==> config.mk <==
export PLATFORM = sky130hd
export DESIGN_NAME = gamepad_event_key_queue
export DESIGN_NICKNAME = d
export VERILOG_FILES = /design/src/gekq_pkg.sv /design/src/gamepad_event_key_queue.sv /design/src/gekq_ram.sv /design/src/gekq_front.sv /design/src/gekq_fifo.sv /design/src/gekq_back.sv
export SDC_FILE = /design/constraint.sdc
export NUM_CORES = 1
export LEC_CHECK = 0
export BUFFER_PORTS_ARGS = -buffer_cell sky130_fd_sc_hd__buf_2
export CORE_ASPECT_RATIO = 1.5
export CORE_UTILIZATION = 60
export CTS_BUF_LIST = sky130_fd_sc_hd__clkbuf_8
export DETAILED_ROUTE_END_ITERATION = 8
export GPL_TIMING_DRIVEN = 1
export PLACE_DENSITY = 0.78
export SLEW_MARGIN = 0
export SYNTH_ARGS = -nofsm -noshare
export SYNTH_HDL_FRONTEND = slang
export SYNTH_HIERARCHICAL = 1
export SYNTH_SLANG_ARGS = --single-unit
==> constraint.sdc <==
create_clock -name clk -period 10.1 [get_ports clk]
set_input_delay 0.505 -clock clk [delete_from_list [all_inputs] [get_ports clk]]
set_output_delay 0.505 -clock clk [all_outputs]
set_load 0.005 [all_outputs]
==> src/gekq_pkg.sv <==
`timescale 1ns / 1ps
`default_nettype none

package gekq_pkg;

    localparam int CODE_W  = 10;
    localparam int VAL_W   = 14;
    localparam int THR_W   = 13;
    localparam int ACT_W   = 5;
    localparam int ENTRY_W = ACT_W + 1;
    localparam int CFG_IDX_W = 1;

    // register indexes on the configuration port
    localparam logic [CFG_IDX_W-1:0] REG_PRESS_THR   = 1'b0;
    localparam logic [CFG_IDX_W-1:0] REG_RELEASE_THR = 1'b1;

    localparam logic [THR_W-1:0] PRESS_THR_RESET   = 13'd1800;
    localparam logic [THR_W-1:0] RELEASE_THR_RESET = 13'd800;

    localparam logic             CMD_POP = 1'b1;
    localparam logic [1:0]       EV_KEY  = 2'd0;
    localparam logic [1:0]       EV_ABS  = 2'd1;
    localparam logic [CODE_W-1:0] ABS_X       = 10'd0;
    localparam logic [CODE_W-1:0] ABS_Y       = 10'd1;
    localparam logic [CODE_W-1:0] MODE_BUTTON = 10'd316;

    localparam logic signed [VAL_W-1:0] AXIS_FULL = 14'sd4096;

    localparam logic [ACT_W-1:0] ACT_NONE     = 5'd0;
    localparam logic [ACT_W-1:0] ACT_UP       = 5'd1;
    localparam logic [ACT_W-1:0] ACT_DOWN     = 5'd2;
    localparam logic [ACT_W-1:0] ACT_LEFT     = 5'd3;
    localparam logic [ACT_W-1:0] ACT_RIGHT    = 5'd4;
    localparam logic [ACT_W-1:0] ACT_FIRE     = 5'd5;
    localparam logic [ACT_W-1:0] ACT_USE      = 5'd6;
    localparam logic [ACT_W-1:0] ACT_RUN      = 5'd7;
    localparam logic [ACT_W-1:0] ACT_AUTOMAP  = 5'd8;
    localparam logic [ACT_W-1:0] ACT_STRAFE_L = 5'd9;
    localparam logic [ACT_W-1:0] ACT_STRAFE_R = 5'd10;
    localparam logic [ACT_W-1:0] ACT_WEAPON3  = 5'd11;
    localparam logic [ACT_W-1:0] ACT_WEAPON4  = 5'd12;
    localparam logic [ACT_W-1:0] ACT_WEAPON1  = 5'd13;
    localparam logic [ACT_W-1:0] ACT_WEAPON2  = 5'd14;
    localparam logic [ACT_W-1:0] ACT_ENTER    = 5'd15;
    localparam logic [ACT_W-1:0] ACT_ESCAPE   = 5'd16;
    localparam logic [ACT_W-1:0] ACT_EQUALS   = 5'd17;
    localparam logic [ACT_W-1:0] ACT_MINUS    = 5'd18;

    typedef enum logic [2:0] {
        OP_NOP,
        OP_POP,
        OP_KEY,
        OP_QUIT,
        OP_AXIS
    } op_kind_t;

    // direction an axis sample asks for; HOLD keeps the latch
    typedef enum logic [1:0] {
        DIR_HOLD,
        DIR_ZERO,
        DIR_POS,
        DIR_NEG
    } dir_t;

    typedef enum logic [1:0] {
        LATCH_ZERO,
        LATCH_POS,
        LATCH_NEG
    } latch_t;

    typedef struct packed {
        op_kind_t         kind;
        logic             pressed;
        logic [ACT_W-1:0] action;
        logic             slot;
        dir_t             dir;
    } op_t;

    function automatic logic [ACT_W-1:0] map_code(input logic [CODE_W-1:0] code);
        logic [ACT_W-1:0] act;
        unique case (code) inside
            10'd103:          act = ACT_UP;
            10'd108:          act = ACT_DOWN;
            10'd105:          act = ACT_LEFT;
            10'd106:          act = ACT_RIGHT;
            10'd304, 10'd29:  act = ACT_FIRE;
            10'd305, 10'd57:  act = ACT_USE;
            10'd307, 10'd42:  act = ACT_RUN;
            10'd308, 10'd15:  act = ACT_AUTOMAP;
            10'd310:          act = ACT_STRAFE_L;
            10'd311:          act = ACT_STRAFE_R;
            10'd312:          act = ACT_WEAPON3;
            10'd313:          act = ACT_WEAPON4;
            10'd317:          act = ACT_WEAPON1;
            10'd318:          act = ACT_WEAPON2;
            10'd315, 10'd28:  act = ACT_ENTER;
            10'd314, 10'd1:   act = ACT_ESCAPE;
            10'd115:          act = ACT_EQUALS;
            10'd114:          act = ACT_MINUS;
            default:          act = ACT_NONE;
        endcase
        return act;
    endfunction

    // X axis drives left/right, Y axis up/down
    function automatic logic [ACT_W-1:0] axis_action(input logic slot, input logic negative);
        logic [ACT_W-1:0] act;
        unique case ({slot, negative})
            2'b01:   act = ACT_LEFT;
            2'b00:   act = ACT_RIGHT;
            2'b11:   act = ACT_UP;
            default: act = ACT_DOWN;
        endcase
        return act;
    endfunction

endpackage

`default_nettype wire

==> src/gamepad_event_key_queue.sv <==
`timescale 1ns / 1ps
`default_nettype none

// Gamepad event to key-action queue. Every input transaction (an event or a
// pop) yields exactly one result transaction, in order. Items are taken at one
// per cycle while the result side is not stalled; an axis sample that swings a
// latched direction straight to the opposite side holds the back end for a
// second write, since both the release and the press go through the single
// write port of the action RAM. An item is classified into the two-entry op
// queue, then executed, with the result and the RAM read both registered. The
// action queue holds at most QUEUE_DEPTH-1 entries; further pushes are dropped.
// quit_flag reports the sticky mode-button flag as it stands after each
// transaction. Thresholds are written through cfg_we/cfg_index/cfg_data; the
// user must do so only while the block is idle; the block does not enforce it.
module gamepad_event_key_queue import gekq_pkg::*; #(
    parameter int QUEUE_DEPTH = 32
) (
    input  wire logic                    clk,
    input  wire logic                    rst_n,
    input  wire logic                    cfg_we,
    input  wire logic [CFG_IDX_W-1:0]    cfg_index,
    input  wire logic [THR_W-1:0]        cfg_data,
    input  wire logic                    in_valid,
    output logic                         in_ready,
    input  wire logic                    cmd,
    input  wire logic [1:0]              event_type,
    input  wire logic [CODE_W-1:0]       event_code,
    input  wire logic signed [VAL_W-1:0] event_value,
    output logic                         out_valid,
    input  wire logic                    out_ready,
    output logic                         key_valid,
    output logic                         key_pressed,
    output logic [ACT_W-1:0]             key_action,
    output logic                         quit_flag
);

    logic push_valid;
    logic push_ready;
    op_t  push_op;
    logic op_valid;
    logic op_pop;
    op_t  op;

    gekq_front u_front (
        .clk         (clk),
        .rst_n       (rst_n),
        .cfg_we      (cfg_we),
        .cfg_index   (cfg_index),
        .cfg_data    (cfg_data),
        .in_valid    (in_valid),
        .in_ready    (in_ready),
        .cmd         (cmd),
        .event_type  (event_type),
        .event_code  (event_code),
        .event_value (event_value),
        .push_valid  (push_valid),
        .push_ready  (push_ready),
        .push_op     (push_op)
    );

    gekq_fifo u_fifo (
        .clk        (clk),
        .rst_n      (rst_n),
        .push_valid (push_valid),
        .push_ready (push_ready),
        .push_op    (push_op),
        .pop_valid  (op_valid),
        .pop        (op_pop),
        .pop_op     (op)
    );

    gekq_back #(
        .QUEUE_DEPTH (QUEUE_DEPTH)
    ) u_back (
        .clk         (clk),
        .rst_n       (rst_n),
        .op_valid    (op_valid),
        .op          (op),
        .op_pop      (op_pop),
        .out_valid   (out_valid),
        .out_ready   (out_ready),
        .key_valid   (key_valid),
        .key_pressed (key_pressed),
        .key_action  (key_action),
        .quit_flag   (quit_flag)
    );

endmodule

`default_nettype wire

==> src/gekq_ram.sv <==
`timescale 1ns / 1ps
`default_nettype none

module gekq_ram #(
    parameter int WIDTH = 6,
    parameter int DEPTH = 32
) (
    input  wire logic                     clk,
    input  wire logic                     wr_en,
    input  wire logic [$clog2(DEPTH)-1:0] wr_addr,
    input  wire logic [WIDTH-1:0]         wr_data,
    input  wire logic                     rd_en,
    input  wire logic [$clog2(DEPTH)-1:0] rd_addr,
    output logic      [WIDTH-1:0]         rd_data
);

    logic [WIDTH-1:0] mem_reg [DEPTH];
    logic [WIDTH-1:0] rd_data_reg;

    always_ff @(posedge clk)
    begin
        if (wr_en)
        begin
            mem_reg[wr_addr] <= wr_data;
        end
        if (rd_en)
        begin
            rd_data_reg <= mem_reg[rd_addr];
        end
    end

    assign rd_data = rd_data_reg;

endmodule

`default_nettype wire

==> src/gekq_front.sv <==
`timescale 1ns / 1ps
`default_nettype none

module gekq_front import gekq_pkg::*; (
    input  wire logic                    clk,
    input  wire logic                    rst_n,
    input  wire logic                    cfg_we,
    input  wire logic [CFG_IDX_W-1:0]    cfg_index,
    input  wire logic [THR_W-1:0]        cfg_data,
    input  wire logic                    in_valid,
    output logic                         in_ready,
    input  wire logic                    cmd,
    input  wire logic [1:0]              event_type,
    input  wire logic [CODE_W-1:0]       event_code,
    input  wire logic signed [VAL_W-1:0] event_value,
    output logic                         push_valid,
    input  wire logic                    push_ready,
    output op_t                          push_op
);

    logic [THR_W-1:0] press_thr_reg, press_thr_next;
    logic [THR_W-1:0] release_thr_reg, release_thr_next;

    logic signed [VAL_W-1:0] val_clamped;
    logic signed [VAL_W:0]   val_ext;
    logic signed [VAL_W:0]   pt_s;
    logic signed [VAL_W:0]   rt_s;
    logic [ACT_W-1:0]        mapped;
    dir_t                    dir;

    always_comb
    begin
        press_thr_next   = press_thr_reg;
        release_thr_next = release_thr_reg;
        if (cfg_we)
        begin
            unique case (cfg_index)
                REG_PRESS_THR:   press_thr_next   = cfg_data;
                REG_RELEASE_THR: release_thr_next = cfg_data;
                default:         ;
            endcase
        end
    end

    always_ff @(posedge clk or negedge rst_n)
    begin
        if (!rst_n)
        begin
            press_thr_reg   <= PRESS_THR_RESET;
            release_thr_reg <= RELEASE_THR_RESET;
        end
        else
        begin
            press_thr_reg   <= press_thr_next;
            release_thr_reg <= release_thr_next;
        end
    end

    // axis hysteresis; press compare wins over release compare
    always_comb
    begin
        if (event_value > AXIS_FULL)
            val_clamped = AXIS_FULL;
        else if (event_value < -AXIS_FULL)
            val_clamped = -AXIS_FULL;
        else
            val_clamped = event_value;

        val_ext = (VAL_W+1)'(val_clamped);
        pt_s    = signed'({2'b00, press_thr_reg});
        rt_s    = signed'({2'b00, release_thr_reg});

        if (val_ext >= pt_s)
            dir = DIR_POS;
        else if (val_ext <= -pt_s)
            dir = DIR_NEG;
        else if (val_ext > -rt_s && val_ext < rt_s)
            dir = DIR_ZERO;
        else
            dir = DIR_HOLD;
    end

    assign mapped = map_code(event_code);

    always_comb
    begin
        push_op.kind    = OP_NOP;
        push_op.pressed = (event_value != '0);
        push_op.action  = mapped;
        push_op.slot    = event_code[0];
        push_op.dir     = dir;

        if (cmd == CMD_POP)
        begin
            push_op.kind = OP_POP;
        end
        else
        begin
            case (event_type)
                EV_KEY:
                begin
                    if (event_code == MODE_BUTTON)
                    begin
                        if (event_value == 14'sd1)
                            push_op.kind = OP_QUIT;
                    end
                    else if (event_value <= 14'sd1 && mapped != ACT_NONE)
                    begin
                        push_op.kind = OP_KEY;
                    end
                end
                EV_ABS:
                begin
                    if (event_code == ABS_X || event_code == ABS_Y)
                        push_op.kind = OP_AXIS;
                end
                default: ;
            endcase
        end
    end

    assign push_valid = in_valid;
    assign in_ready   = push_ready;

endmodule

`default_nettype wire

==> src/gekq_fifo.sv <==
`timescale 1ns / 1ps
`default_nettype none

module gekq_fifo import gekq_pkg::*; (
    input  wire logic clk,
    input  wire logic rst_n,
    input  wire logic push_valid,
    output logic      push_ready,
    input  op_t       push_op,
    output logic      pop_valid,
    input  wire logic pop,
    output op_t       pop_op
);

    localparam int SLOTS = 2;
    localparam int IDX_W = $clog2(SLOTS);
    localparam int CNT_W = $clog2(SLOTS + 1);

    op_t              entry_reg [SLOTS];
    logic [IDX_W-1:0] wr_idx_reg, wr_idx_next;
    logic [IDX_W-1:0] rd_idx_reg, rd_idx_next;
    logic [CNT_W-1:0] count_reg, count_next;
    logic             do_push;
    logic             do_pop;

    assign push_ready = (count_reg != CNT_W'(SLOTS));
    assign pop_valid  = (count_reg != '0);
    assign pop_op     = entry_reg[rd_idx_reg];
    assign do_push    = push_valid && push_ready;
    assign do_pop     = pop && pop_valid;

    always_comb
    begin
        wr_idx_next = do_push ? wr_idx_reg + 1'b1 : wr_idx_reg;
        rd_idx_next = do_pop ? rd_idx_reg + 1'b1 : rd_idx_reg;
        count_next  = count_reg;
        if (do_push && !do_pop)
            count_next = count_reg + 1'b1;
        else if (do_pop && !do_push)
            count_next = count_reg - 1'b1;
    end

    always_ff @(posedge clk or negedge rst_n)
    begin
        if (!rst_n)
        begin
            wr_idx_reg <= '0;
            rd_idx_reg <= '0;
            count_reg  <= '0;
        end
        else
        begin
            wr_idx_reg <= wr_idx_next;
            rd_idx_reg <= rd_idx_next;
            count_reg  <= count_next;
        end
    end

    always_ff @(posedge clk)
    begin
        if (do_push)
        begin
            entry_reg[wr_idx_reg] <= push_op;
        end
    end

endmodule

`default_nettype wire

==> src/gekq_back.sv <==
`timescale 1ns / 1ps
`default_nettype none

module gekq_back import gekq_pkg::*; #(
    parameter int QUEUE_DEPTH = 32
) (
    input  wire logic         clk,
    input  wire logic         rst_n,
    input  wire logic         op_valid,
    input  op_t               op,
    output logic              op_pop,
    output logic              out_valid,
    input  wire logic         out_ready,
    output logic              key_valid,
    output logic              key_pressed,
    output logic [ACT_W-1:0]  key_action,
    output logic              quit_flag
);

    localparam int PTR_W = $clog2(QUEUE_DEPTH);

    logic [PTR_W-1:0] wp_reg, wp_next;
    logic [PTR_W-1:0] rp_reg, rp_next;
    logic [PTR_W-1:0] wp_inc, rp_inc;
    latch_t           latch_reg [2];
    latch_t           latch_next [2];
    logic             phase_reg, phase_next;
    logic             quit_reg, quit_next;
    logic             out_valid_reg, out_valid_next;
    logic             hit_reg, hit_next;
    logic             oquit_reg, oquit_next;

    latch_t             old_dir;
    latch_t             want;
    logic               need_rel;
    logic               need_press;
    logic               do_rel;
    logic               two_step;
    logic               out_free;
    logic               go;
    logic               consume;
    logic               push_req;
    logic [ENTRY_W-1:0] push_entry;
    logic               full;
    logic               empty;
    logic               wr_en;
    logic               rd_en;
    logic [ENTRY_W-1:0] rd_data;

    always_comb
    begin
        old_dir = latch_reg[op.slot];
        case (op.dir)
            DIR_ZERO: want = LATCH_ZERO;
            DIR_POS:  want = LATCH_POS;
            DIR_NEG:  want = LATCH_NEG;
            default:  want = old_dir;
        endcase
        need_rel   = (want != old_dir) && (old_dir != LATCH_ZERO);
        need_press = (want != old_dir) && (want != LATCH_ZERO);
    end

    // a swing straight across the centre needs two writes: release first,
    // then the press, once phase_reg is set and the op is taken again
    assign do_rel   = (op.kind == OP_AXIS) && need_rel && !phase_reg;
    assign two_step = do_rel && need_press;
    assign out_free = !out_valid_reg || out_ready;
    assign go       = op_valid && out_free;
    assign consume  = go && !two_step;
    assign op_pop   = consume;

    always_comb
    begin
        push_req   = 1'b0;
        push_entry = {op.pressed, op.action};
        case (op.kind)
            OP_KEY:
            begin
                push_req = 1'b1;
            end
            OP_AXIS:
            begin
                if (do_rel)
                begin
                    push_req   = 1'b1;
                    push_entry = {1'b0, axis_action(op.slot, old_dir == LATCH_NEG)};
                end
                else if (need_press)
                begin
                    push_req   = 1'b1;
                    push_entry = {1'b1, axis_action(op.slot, want == LATCH_NEG)};
                end
            end
            default: ;
        endcase
    end

    assign wp_inc = (wp_reg == PTR_W'(QUEUE_DEPTH - 1)) ? '0 : wp_reg + 1'b1;
    assign rp_inc = (rp_reg == PTR_W'(QUEUE_DEPTH - 1)) ? '0 : rp_reg + 1'b1;
    assign full   = (wp_inc == rp_reg);
    assign empty  = (wp_reg == rp_reg);
    assign wr_en  = go && push_req && !full;
    assign rd_en  = consume && (op.kind == OP_POP) && !empty;

    always_comb
    begin
        wp_next    = wr_en ? wp_inc : wp_reg;
        rp_next    = rd_en ? rp_inc : rp_reg;
        quit_next  = quit_reg || (consume && op.kind == OP_QUIT);
        latch_next = latch_reg;
        if (consume && op.kind == OP_AXIS)
            latch_next[op.slot] = want;

        phase_next = phase_reg;
        if (go && two_step)
            phase_next = 1'b1;
        else if (consume)
            phase_next = 1'b0;

        out_valid_next = out_valid_reg;
        hit_next       = hit_reg;
        oquit_next     = oquit_reg;
        if (consume)
        begin
            out_valid_next = 1'b1;
            hit_next       = rd_en;
            oquit_next     = quit_next;
        end
        else if (out_ready)
        begin
            out_valid_next = 1'b0;
        end
    end

    always_ff @(posedge clk or negedge rst_n)
    begin
        if (!rst_n)
        begin
            wp_reg        <= '0;
            rp_reg        <= '0;
            latch_reg[0]  <= LATCH_ZERO;
            latch_reg[1]  <= LATCH_ZERO;
            phase_reg     <= 1'b0;
            quit_reg      <= 1'b0;
            out_valid_reg <= 1'b0;
        end
        else
        begin
            wp_reg        <= wp_next;
            rp_reg        <= rp_next;
            latch_reg     <= latch_next;
            phase_reg     <= phase_next;
            quit_reg      <= quit_next;
            out_valid_reg <= out_valid_next;
        end
    end

    always_ff @(posedge clk)
    begin
        hit_reg   <= hit_next;
        oquit_reg <= oquit_next;
    end

    // read data stays put while the result waits: no new read until it is taken
    gekq_ram #(
        .WIDTH (ENTRY_W),
        .DEPTH (QUEUE_DEPTH)
    ) u_ram (
        .clk     (clk),
        .wr_en   (wr_en),
        .wr_addr (wp_reg),
        .wr_data (push_entry),
        .rd_en   (rd_en),
        .rd_addr (rp_reg),
        .rd_data (rd_data)
    );

    assign out_valid   = out_valid_reg;
    assign key_valid   = hit_reg;
    assign key_pressed = hit_reg && rd_data[ENTRY_W-1];
    assign key_action  = hit_reg ? rd_data[ACT_W-1:0] : ACT_NONE;
    assign quit_flag   = oquit_reg;

`ifndef ASSERT_OFF
    a_no_write_when_full: assert property (@(posedge clk) disable iff (!rst_n)
        wr_en |-> (wp_inc != rp_reg))
        else $error("action queue written while full");

    a_no_read_when_empty: assert property (@(posedge clk) disable iff (!rst_n)
        rd_en |-> (wp_reg != rp_reg))
        else $error("action queue read while empty");

    a_phase_on_axis: assert property (@(posedge clk) disable iff (!rst_n)
        phase_reg |-> (op_valid && op.kind == OP_AXIS))
        else $error("second axis write pending without an axis transaction");

    a_quit_sticky: assert property (@(posedge clk) disable iff (!rst_n)
        quit_reg |=> quit_reg)
        else $error("quit flag cleared");

    a_ptr_range: assert property (@(posedge clk) disable iff (!rst_n)
        (wp_reg <= PTR_W'(QUEUE_DEPTH - 1)) && (rp_reg <= PTR_W'(QUEUE_DEPTH - 1)))
        else $error("queue pointer out of range");

    a_out_hold: assert property (@(posedge clk) disable iff (!rst_n)
        (out_valid_reg && !out_ready) |=> ($stable(rd_data) && $stable(hit_reg)))
        else $error("stalled result changed");
`endif

endmodule

`default_nettype wire

==> results of run 1 <==
-- stage by stage --
step                      hold WS, ps  power, mW  setup slack (ps)  utilization (%)
after floorplan                   209       2.48              6630                -
after global placement            475       2.81              6040             63.8
after detailed placement          488       2.83              5870             63.8
after CTS                        68.7       3.72              5850             67.3
after global routing              109       3.87              5540             67.3
final                            54.2       3.69              5870             67.3
-- cell families (layout without fill, tap and decap cells) --
logic type | after synthesis | in the layout | share of synthesized area (%)
AND/OR/NAND/NOR | 291 | 291 | 11.4
flip-flops | 271 | 271 | 56.8
AO/OA/AOI/OAI | 139 | 139 | 7.05
multiplexers | 111 | 111 | 13.9
buffers and inverters | 93 | 176 | 3.06
XOR/XNOR | 57 | 57 | 3.69
adder cells (fa/ha/maj) | 46 | 46 | 4.01
-- layout make-up --
| type | count | area share (%) |
|---|---|---|
| sequential | 271 | 52.2 |
| multi-input combinational | 644 | 37.1 |
| clock buffer | 41 | 3.72 |
| tap | 276 | 2.28 |
| timing repair buffer | 60 | 2.06 |
| clock inverter | 27 | 1.45 |
| inverter | 48 | 1.19 |
-- routing by layer --
layer | GRT usage (%) | vias up | share of wire [%]
met5 | 0 | - | 0
met4 | 12.5 | 0 | 4.0
met2 | 49.9 | 310 | 55
met1 | 29.5 | 4297 | 36
met3 | 3.89 | 83 | 5.0
li1 | - | 3977 | -
-- layout by cell type, fill, tap and decap left out, types with 6 or more instances in the layout --
cell / instances
edfxtp_1: 224
nor2_1: 75
nand2_1: 65
mux4_2: 61
inv_1: 58
buf_2: 55
clkbuf_8: 41
mux2_2: 40
ha_1: 39
xnor2_1: 38
dfrtp_1: 38
o21ai_0: 29
a21oi_1: 25
xor2_1: 17
nand3_1: 16
nor3_1: 16
and2_1: 13
nand4_1: 11
nor2b_1: 10
and3_1: 8
nand3b_1: 8
o211ai_1: 8
clkinv_1: 7
nand2b_1: 7
nor3b_1: 7
nor4_1: 7
maj3_1: 7
dfstp_2: 7
or3_1: 6
o21a_1: 6
-- critical path: cells and delay by family (launching register included) --
family | cells | cell delay [ps]
and+or+nand+nor | 4 | 1860
AOI/OAI and AO/OA | 2 | 800
DFF | 1 | 660
muxes | 1 | 520
-- report_power, final --
| part | total (mW) | leakage, nW | switching (mW) | internal [mW] |
|---|---|---|---|---|
| logic | 1.19 | 2.42 | 0.647 | 0.543 |
| registers | 1.62 | 2.57 | 0.165 | 1.46 |
| clock network | 0.877 | 0.435 | 0.398 | 0.479 |
-- worst min path at each step --
stage	start	endpoint	slack, ps	depth (start not counted)
floorplan	rst_n	u_back/latch_reg[0]$_DFFE_PN0P_	210	0
global placement	u_fifo/wr_idx_reg$_DFFE_PN0P_	u_fifo/wr_idx_reg$_DFFE_PN0P_	480	1
detailed placement	u_fifo/wr_idx_reg$_DFFE_PN0P_	u_fifo/wr_idx_reg$_DFFE_PN0P_	490	1
CTS	rst_n	u_fifo/count_reg[0]$_DFFE_PN0P_	70	2
global route	rst_n	u_back/out_valid$_DFFE_PN0P_	110	2
finish	rst_n	u_fifo/count_reg[1]$_DFFE_PN0P_	50	2
==> reports/qor.txt, run 1 <==
Run status: finished, final reports clean
Type of the setup path with the least slack: reg -> reg
Leading cell types by total area after synthesis: edfxtp_1 (48%), mux4_2 (9.9%), dfrtp_1 (7.2%), ha_1 (3.5%), mux2_2 (3.2%)
Part of the cycle the worst path needs: 41.9%
Longest individual stage delay on the worst path: 660 ps
Startpoint type of the worst setup path: flop
Site Rows: 67
Area used by sequential logic in the layout: 7920 µm²
Antenna Violating Nets Remaining: 0
Sequential share of the synthesized area: 56.8%
Max Cap Violations: 0
Die Y: 189 µm
Number of buffers created by CTS: 38
Maximum number of pins on one net before global-route repair: 54
Growth of design area from synthesis to finish: 8.97%
Startpoint of the worst setup timing path: u_fifo/rd_idx_reg$_DFFE_PN0P_
Maximum frequency from static timing analysis: 237 MHz
Count of hold buffers inserted by post-cts repair: 0
Number of antenna violations at the first check in global routing: 0
Type of destination of the critical path: flop
Lkg Pwr: 5.43 nW
Die Area: 23800 µm²
Area of the multi-input gates: 5630 µm²
Worst reg2reg setup slack: 5870 ps
Commonest cells in the synthesized netlist: edfxtp_1 (224), nor2_1 (76), nand2_1 (65)
Global-route wire length before repair: 47500 µm
Routed wirelength normalized by instance count: 22.1 µm
Via count of the first global-routing pass: 8931
End point of the critical path: u_back/u_ram/mem_reg[2][2]$_DFFE_PP_
Final global-route overflow total: 0
Area of the core: 22600 µm²
Yosys warning total: 6
Portion of synthesized cell area occupied by the leading cell type: 48.3%
Diode count: 0
Number of flip-flops in the largest register: 192
Critical-path top delay cell: dfrtp_1
Mapped cell area: 13900 µm²
Number of cells produced by synthesis: 1008
Largest area contributor in the netlist: edfxtp_1
Number of cells in the finished layout apart from fillers: 1367
Worst-path cell chain: mux2_2 -> or2_0 -> o221a_1 -> nor4_4 -> o221a_1 -> nand3b_1 -> nor2_1
Slew @ Worst Pin: 1050 ps
Nets@finish: 1148
Number of max-slew violations in the final report: 0
Buffer cell driving the clock tree root: clkbuf_8
Post-synth EDFFs: 224
Total number of clock tree sinks: 271
Number of ports placed on the die boundary: 56
Ratio of routed vias to standard cells: 6.34
Standard cell area after detailed placement: 14400 µm²
Path class of the lowest-slack min-delay path: in -> async
Crit path arrival time: 4400 ps
Number of hold-slack violations in the final timing report: 0
Cell depth of the worst flop-to-flop path: 7
Post-CTS setup-driven buffer insertion count: 0
Power per unit of standard cell area: 243 nW/µm²
Routed via count: 8667
Count of TritonRoute iterations in the first routing pass: 5
Layout Cell Area excl Fill: 15200 µm²
Most frequently used cell type in the post-synthesis netlist: edfxtp_1
Port bufs: 55
Final GP Congestion: 0.931
GRT Overall Usage: 26.7%
Effective utilization at floorplan: 61.7%
Critical-path maximum fanout: 14
Setup violation total in the final timing report: 0
Maximum clock insertion buffer count: 3
Relative max-transition margin: 30.3%
FFs w/ async S/R, synth: 17.3%
Most common flop cell mapped by yosys: edfxtp_1
Clock latency of the later-clocked register in the worst-skew pair: 550 ps
Clock transition at the registers of the reported paths: 70 ps
Number of unique standard cell types used by synthesis: 92
Clock skew after layout: 19.7 ps
Syn nets: 1093
Deepest level of the CTS H-tree: 2
Accumulated negative setup slack: 0 ps
Number of DRC markers in iteration 0: 542
HPWL reported at the end of detailed placement: 21100 µm
Worst reg2reg path endpoint: u_back/u_ram/mem_reg[2][2]$_DFFE_PP_
Data required time at the worst endpoint: 10270 ps
Post-detailed-routing wire length: 30300 µm
Layout cell share with drive strength beyond 1: 23.8%
Most frequent cell on the critical path: o221a_1
DRC violation count after routing: 0
X dimension of the die: 126 µm
Fill cell total of the finished layout: 1582
Unrepaired setup endpoints after global routing: false
Peak ir drop on the vdd network: 0.000167 V
Post-cts resize count: 0
Inst Count DP: 1299
Average footprint of a synthesized cell: 13.8 µm²
Count of state elements after synthesis: 271
Final critical path time including I/O delays and setup: 4230 ps
Reg-to-reg startpoint: u_fifo/rd_idx_reg$_DFFE_PN0P_
TritonCTS clock tree: built
(Power assumes the default switching activity.)
==> inputs of run 2 (changes only) <==
Settings changed: CORE_UTILIZATION 60 to 58, PLACE_DENSITY 0.78 to 0.79.
Clock period 10.1 ns to 3.4 ns, I/O delays scaled along.
==> reports/qor.txt, run 2 (same netlist as run 1, synthesis figures left out) <==
Run status: finished, final reports clean
Worst-path cell chain: ha_1 -> and3_1 -> ha_1 -> or3_1 -> nand4_1 -> o221a_1 -> or3b_2 -> nor2_1
Area of the core: 23700 µm² (+4.9%)
Layout cell share with drive strength beyond 1: 27.3% (+3.5 points)
Deepest level of the CTS H-tree: 2 (unchanged)
Peak ir drop on the vdd network: 0.000543 V (+220%)
X dimension of the die: 129 µm (+1.7%)
Number of ports placed on the die boundary: 56 (unchanged)
Final critical path time including I/O delays and setup: 3240 ps (-984 ps)
HPWL reported at the end of detailed placement: 22000 µm (+4.3%)
Post-detailed-routing wire length: 31400 µm (+3.7%)
Number of buffers created by CTS: 39 (+2.6%)
Leading cell types in the layout, fill and taps excluded: edfxtp_1 (224), nor2_1 (74), nand2_1 (65), mux4_2 (61), buf_4 (56)
Total number of clock tree sinks: 271 (unchanged)
WP depth: 8 (+1)
Sw power: 3.66 mW (+200%)
Setup violation total in the final timing report: 0 (unchanged)
Longest individual stage delay on the worst path: 580 ps (-80 ps)
Data required time at the worst endpoint: 3590 ps (-6680 ps)
Count of TritonRoute iterations in the first routing pass: 6 (+1)
Register share of total power: 41.7% (-2.3 points)
Type of destination of the critical path: flop
Most common library cell in the layout ignoring fill and taps: edfxtp_1
DRC violation count after routing: 0 (unchanged)
Die Area: 24600 µm² (+3.4%)
Area of the multi-input gates: 5610 µm² (-0.33%)
Growth of design area from synthesis to finish: 13.3%
Number of buffers and inverters on the critical path: 0 (unchanged)
Final global-route overflow total: 0 (unchanged)
Relative max-transition margin: 25.5% (-4.8 points)
Crit path arrival time: 3430 ps (-970 ps)
Final GP Congestion: 0.973 (+4.5%)
Antenna Violating Nets Remaining: 0 (unchanged)
Number of DRC markers in iteration 0: 643 (+19%)
Combinational Power Share: 35.1% (+2.8 points)
Maximum frequency from static timing analysis: 308 MHz (+30%)
Buffer cell driving the clock tree root: clkbuf_8
Maximum clock insertion buffer count: 3 (unchanged)
CP delay by family, top: simple AND/OR/NAND/NOR gates
Die Y: 192 µm (+1.7%)
Min-Delay Path Depth: 3
Type of the setup path with the least slack: reg -> reg
Routed via count: 8972 (+3.5%)
Via count of the first global-routing pass: 9244 (+3.5%)
Clock skew after layout: 20.5 ps (+0.844 ps)
Switching share of power: 32.9% (+0.10 points)
Unrepaired setup endpoints after global routing: false
Max Cap Violations: 0 (unchanged)
Clock transition at the registers of the reported paths: 60 ps (about the same)
Nets@finish: 1218 (+6.1%)
Maximum number of pins on one net before global-route repair: 33 (-39%)
Part of the cycle the worst path needs: 95.4% (+54 points)
Clock latency of the later-clocked register in the worst-skew pair: 560 ps (about the same)
GRT Overall Usage: 26.8% (+0.15 points)
Number of hold-slack violations in the final timing report: 0 (unchanged)
Standard cell area after detailed placement: 14800 µm² (+3.0%)
Layout Cell Area excl Fill: 15800 µm² (+4.0%)
Overall power after layout: 11.1 mW (+200%)
Area used by sequential logic in the layout: 7920 µm² (unchanged)
Effective utilization at floorplan: 58.9% (-2.9 points)
TritonCTS clock tree: built
Site Rows: 69 (+3.0%)
Post-CTS setup-driven buffer insertion count: 0 (unchanged)
Routed wirelength normalized by instance count: 21.2 µm (-4.4%)
Most frequent cell on the critical path: ha_1
Power per unit of standard cell area: 705 nW/µm² (+190%)
Number of antenna violations at the first check in global routing: 0 (unchanged)
Ratio of routed vias to standard cells: 6.05 (-4.6%)
Lkg Pwr: 5.75 nW (+5.9%)
Global-route wire length before repair: 49600 µm (+4.4%)
Startpoint type of the worst setup path: flop
Port bufs: 55 (unchanged)
Clock network power share: 23.2% (-0.6 points)
Path class of the lowest-slack min-delay path: in -> reg
Slew @ Worst Pin: 1110 ps (+68.0 ps)
Diode count: 0 (unchanged)
Critical-path maximum fanout: 8 (-6)
Fill cell total of the finished layout: 1694 (+7.1%)
Number of flip-flops in the largest register: 192 (unchanged)
Internal: 7.47 mW (+200%)
Number of max-slew violations in the final report: 0 (unchanged)
Cell depth of the worst flop-to-flop path: 8 (+1)
Critical-path top delay cell: or3b_2
run 2: cell type report:
class,count,area share (%)
sequential,271,50.2
multi-input combinational,644,35.6
timing repair buffer,129,5.61
clock buffer,41,3.58
tap,319,2.53
clock inverter,31,1.39
inverter,48,1.14
run 2: final timing paths:
check	start	end	slack, ps
min reg2reg	u_back/quit_reg$_DFF_PN0_	u_back/quit_reg$_DFF_PN0_	500
max	u_back/wp_reg[0]$_DFFE_PN0P_	u_back/u_ram/mem_reg[20][1]$_DFFE_PP_	160
max in group asynchronous	rst_n	u_back/rp_reg[0]$_DFFE_PN0P_	2400
min in group asynchronous	rst_n	u_front/press_thr_reg[11]$_DFFE_PN0P_	210
min	out_ready	u_back/out_valid$_DFFE_PN0P_	40
max reg2reg	u_back/wp_reg[0]$_DFFE_PN0P_	u_back/u_ram/mem_reg[20][1]$_DFFE_PP_	160
run 2: timing repair:
action                     4_1_cts  5_1_grt
gates resized for setup          0        3
hold endpoints to repair        53        0
hold buffers                    17        0
setup endpoints to repair        0       10
run 2: worst reg2reg max path, cell delays in order (launching register included):
cell and delay (ps):
dfrtp_1 390, ha_1 250, and3_1 190, ha_1 260
or3_1 400, nand4_1 110, o221a_1 210, or3b_2 580
nor2_1 490
run 2: routing by layer:
| layer | up-vias | track usage [%] | part of all wire [%] |
|---|---|---|---|
| met5 | - | 0 | 0 |
| met4 | 0 | 12.7 | 4.1 |
| met3 | 91 | 3.73 | 4.5 |
| met2 | 320 | 50.5 | 55 |
| met1 | 4448 | 29.4 | 36 |
| li1 | 4113 | - | - |
run 2: power groups by stage:
stage	Combinational [mW]	Sequential, mW	Clock, mW
after floorplan	2.80	4.58	0
after global placement	3.78	4.69	0
after detailed placement	3.86	4.70	0
after CTS	3.92	4.64	2.64
after global routing	4.21	4.67	2.77
final	3.91	4.63	2.58
run 2: metrics by stage:
stage / hold slack [ps] / setup TNS, ps / setup WS (ps) / std cells / util, %
after floorplan: -126 / -344 / -9.62 / 1008 / -
after global placement: 272 / 0 / 250 / 1394 / 62.6
after detailed placement: 269 / 0 / 153 / 1394 / 62.6
after CTS: 7.92 / 0 / 167 / 1483 / 66.7
after global routing: 27.3 / 0 / 10.8 / 1483 / 66.7
final: 42.2 / 0 / 156 / 1483 / 66.7
==> inputs of run 3 (changes only) <==
Settings changed: ABC_AREA set to 1, PLACE_DENSITY 0.79 to 0.78.
==> reports/qor.txt, run 3 <==
Count of state elements after synthesis: 271 (unchanged)
Fill cell total of the finished layout: 1979 (+17%)
Number of buffers and inverters on the critical path: 1 (+1)
Number of hold-slack violations in the final timing report: 0 (unchanged)
Syn nets: 1728 (+58%)
Worst-path cell chain: ha_1 -> nand2_1 -> nor2_1 -> ha_1 -> xor2_1 -> nor2_1 -> nand3_1 -> nor2_1 -> a21oi_2 -> nand2_4 -> inv_1 -> nand3_2 -> nor2_2
Unrepaired setup endpoints after global routing: true
Worst setup timing slack at the placement stage: -39.9 ps (-193 ps)
X dimension of the die: 131 µm (+2.0%)
Setup violation total in the final timing report: 0 (unchanged)
Clock latency of the later-clocked register in the worst-skew pair: 560 ps (about the same)
Buffer cell driving the clock tree root: clkbuf_8
Relative max-transition margin: 36.8% (+11 points)
Area of the core: 24400 µm² (+3.3%)
Path class of the lowest-slack min-delay path: in -> reg
Layout cell share with drive strength beyond 1: 12.3% (-15 points)
Yosys warning total: 6 (unchanged)
GRT Overall Usage: 27.8% (+0.98 points)
Clock transition at the registers of the reported paths: 60 ps (about the same)
Min-Delay Path Depth: 4 (+1)
Run status: finished, final reports clean
Effective utilization at floorplan: 59.3% (+0.48 points)
HPWL reported at the end of detailed placement: 23800 µm (+8.0%)
Area used by sequential logic in the layout: 7910 µm² (about the same)
Sequential share of the synthesized area: 54.6% (-2.3 points)
Largest area contributor in the netlist: edfxtp_1
Diode count: 0 (unchanged)
Power per unit of standard cell area: 719 nW/µm² (+1.9%)
Startpoint of the worst setup timing path: u_back/wp_reg[0]$_DFFE_PN0P_
Area of the multi-input gates: 5660 µm² (+0.78%)
Part of the cycle the worst path needs: 94.0% (-1.5 points)
Clock skew after layout: 15.5 ps (-5.00 ps)
Setup ws final: 206 ps (+49.4 ps)
Maximum frequency from static timing analysis: 313 MHz (+1.5%)
Worst reg2reg path endpoint: u_back/u_ram/mem_reg[9][5]$_DFFE_PP_
Portion of synthesized cell area occupied by the leading cell type: 46.4% (-1.9 points)
Routed wirelength normalized by instance count: 16.4 µm (-22%)
Maximum number of pins on one net before global-route repair: 101 (+210%)
Peak ir drop on the vdd network: 0.000422 V (-22%)
Reg-to-reg startpoint: u_back/wp_reg[0]$_DFFE_PN0P_
Longest individual stage delay on the worst path: 520 ps (-60 ps)
Ratio of routed vias to standard cells: 5.54 (-8.4%)
Deepest level of the CTS H-tree: 2 (unchanged)
Growth of design area from synthesis to finish: 11.3%
Site Rows: 70 (+1.4%)
Number of cells produced by synthesis: 1643 (+63%)
Most frequently used cell type in the post-synthesis netlist: nand2_1
Post-CTS setup-driven buffer insertion count: 0 (unchanged)
Number of buffers created by CTS: 39 (unchanged)
Post-detailed-routing wire length: 34700 µm (+11%)
Total number of clock tree sinks: 271 (unchanged)
Most common flop cell mapped by yosys: edfxtp_1
Number of antenna violations at the first check in global routing: 0 (unchanged)
Leading cell types by total area after synthesis: edfxtp_1 (46%), nand2_1 (14%), nand3_1 (7.9%), dfrtp_1 (6.9%), inv_1 (4.1%)
Hold_sp: event_type[1]
Cell depth of the worst flop-to-flop path: 13 (+5)
Tightest hold margin: 45.3 ps (+3.07 ps)
FFs w/ async S/R, synth: 17.3% (unchanged)
CP delay by family, top: simple AND/OR/NAND/NOR gates
Post-synth EDFFs: 224 (unchanged)
Die Area: 25600 µm² (+4.1%)
Most common library cell in the layout ignoring fill and taps: nand2_1
Port bufs: 55 (unchanged)
Type of destination of the critical path: flop
Crit path arrival time: 3420 ps (about the same)
Data required time at the worst endpoint: 3630 ps (+40 ps)
Commonest cells in the synthesized netlist: nand2_1 (552), nand3_1 (229), edfxtp_1 (224)
Count of TritonRoute iterations in the first routing pass: 5 (-1)
Slew @ Worst Pin: 944 ps (-169 ps)
Number of unique standard cell types used by synthesis: 54 (-41%)
Number of max-slew violations in the final report: 0 (unchanged)
Routed via count: 11700 (+30%)
Maximum clock insertion buffer count: 3 (unchanged)
Worst reg2reg setup slack: 210 ps (+50 ps)
Startpoint type of the worst setup path: flop
Leading cell types in the layout, fill and taps excluded: nand2_1 (552), nand3_1 (228), edfxtp_1 (224), inv_1 (168), nor2_1 (124)
Number of DRC markers in iteration 0: 755 (+17%)
Type of the setup path with the least slack: reg -> reg
Number of ports placed on the die boundary: 56 (unchanged)
Global-route wire length before repair: 55400 µm (+12%)
Mapped cell area: 14500 µm² (+4.1%)
Final critical path time including I/O delays and setup: 3190 ps (-49.4 ps)
Antenna Violating Nets Remaining: 0 (unchanged)
Number of flip-flops in the largest register: 192 (unchanged)
Die Y: 196 µm (+2.0%)
Hold Path Sink: u_fifo/entry_reg[0][11]$_DFFE_PP_
Critical-path top delay cell: dfrtp_1
TritonCTS clock tree: built
DRC violation count after routing: 0 (unchanged)
Average footprint of a synthesized cell: 8.83 µm² (-36%)
Most frequent cell on the critical path: nor2_1
Max Cap Violations: 0 (unchanged)
Via count of the first global-routing pass: 11600 (+25%)
Lkg Pwr: 7.19 nW (+25%)
Final global-route overflow total: 0 (unchanged)
Critical-path maximum fanout: 9 (+1)
Nets@finish: 1838 (+51%)
Final GP Congestion: 0.916 (-5.8%)
## run 3: cell types whose count changed after synthesis, moves of 14 or more
cell and change:
inv_1 +110, mux2_2 -40, nor2_1 +58, nand2_2 +14
o21ai_0 +18, mux4_2 -61, xnor2_1 -33, buf_2 +14
nand3_1 +213, nand2_1 +487
## run 3: final cells by class
| type | count | area share, % |
|---|---|---|
| clock inverter | 33 | 0.930 |
| inverter | 167 | 3.90 |
| multi-input combinational | 1153 | 35.1 |
| sequential | 271 | 49.0 |
| timing repair buffer | 121 | 5.24 |
| clock buffer | 39 | 3.33 |
| tap | 324 | 2.51 |
## run 3: worst max-delay path by stage
stage | to | slack, ps | cells after the start
2_1_floorplan | u_back/u_ram/mem_reg[0][5]$_DFFE_PP_ | 70 | 12
3_3_place_gp | u_back/u_ram/mem_reg[25][2]$_DFFE_PP_ | 30 | 13
3_5_place_dp | u_back/u_ram/mem_reg[29][3]$_DFFE_PP_ | -40 | 13
4_1_cts | u_back/u_ram/mem_reg[29][2]$_DFFE_PP_ | -60 | 13
5_1_grt | u_back/u_ram/mem_reg[28][5]$_DFFE_PP_ | -60 | 14
6_report | u_back/u_ram/mem_reg[9][5]$_DFFE_PP_ | 210 | 13
## run 3: cells by family after synthesis
group	synth area share, %
compound gates	3.56
simple gates	30.2
xor+xnor	1.62
flops	54.6
buf+inv	6.65
fa+ha+maj	3.37
## run 3: tightest hold or removal path: cells and delay by family
family	cells	cell delay, ps
buf+inv	1	100
simple gates	3	160
## run 3: layer usage
| layer | vias to the layer above | track usage [%] | share of wire [%] |
|---|---|---|---|
| li1 | 5677 | - | - |
| met5 | - | 0 | 0 |
| met4 | 0 | 21.2 | 6.9 |
| met3 | 160 | 3.95 | 5.4 |
| met1 | 5389 | 27.4 | 34 |
| met2 | 460 | 52.4 | 53 |
## run 3: repair_timing
action                                 CTS  global route
setup endpoints to repair               30            63
endpoints found under the hold margin   56             0
gates resized for setup                  0             9
hold buffers                            20             0
## run 3: stage by stage
stage	instances	area [µm²]	setup TNS (ps)	power [mW]	util [%]
after CTS	2108	16100	-1350	11.6	65.9
after detailed placement	2016	15200	-733	9.26	62.3
after floorplan	1643	14500	0	7.88	-
final	2108	16100	0	11.6	66.0
after global placement	2016	15200	0	9.15	62.3
after global routing	2108	16100	-2260	12.3	66.0
## run 3: power breakdown
part	switching (mW)	internal [mW]	total, mW
Clock	1.21	1.09	2.30
Combinational	3.33	1.30	4.64
Sequential	0.228	4.43	4.66
Total	4.77	6.82	11.6
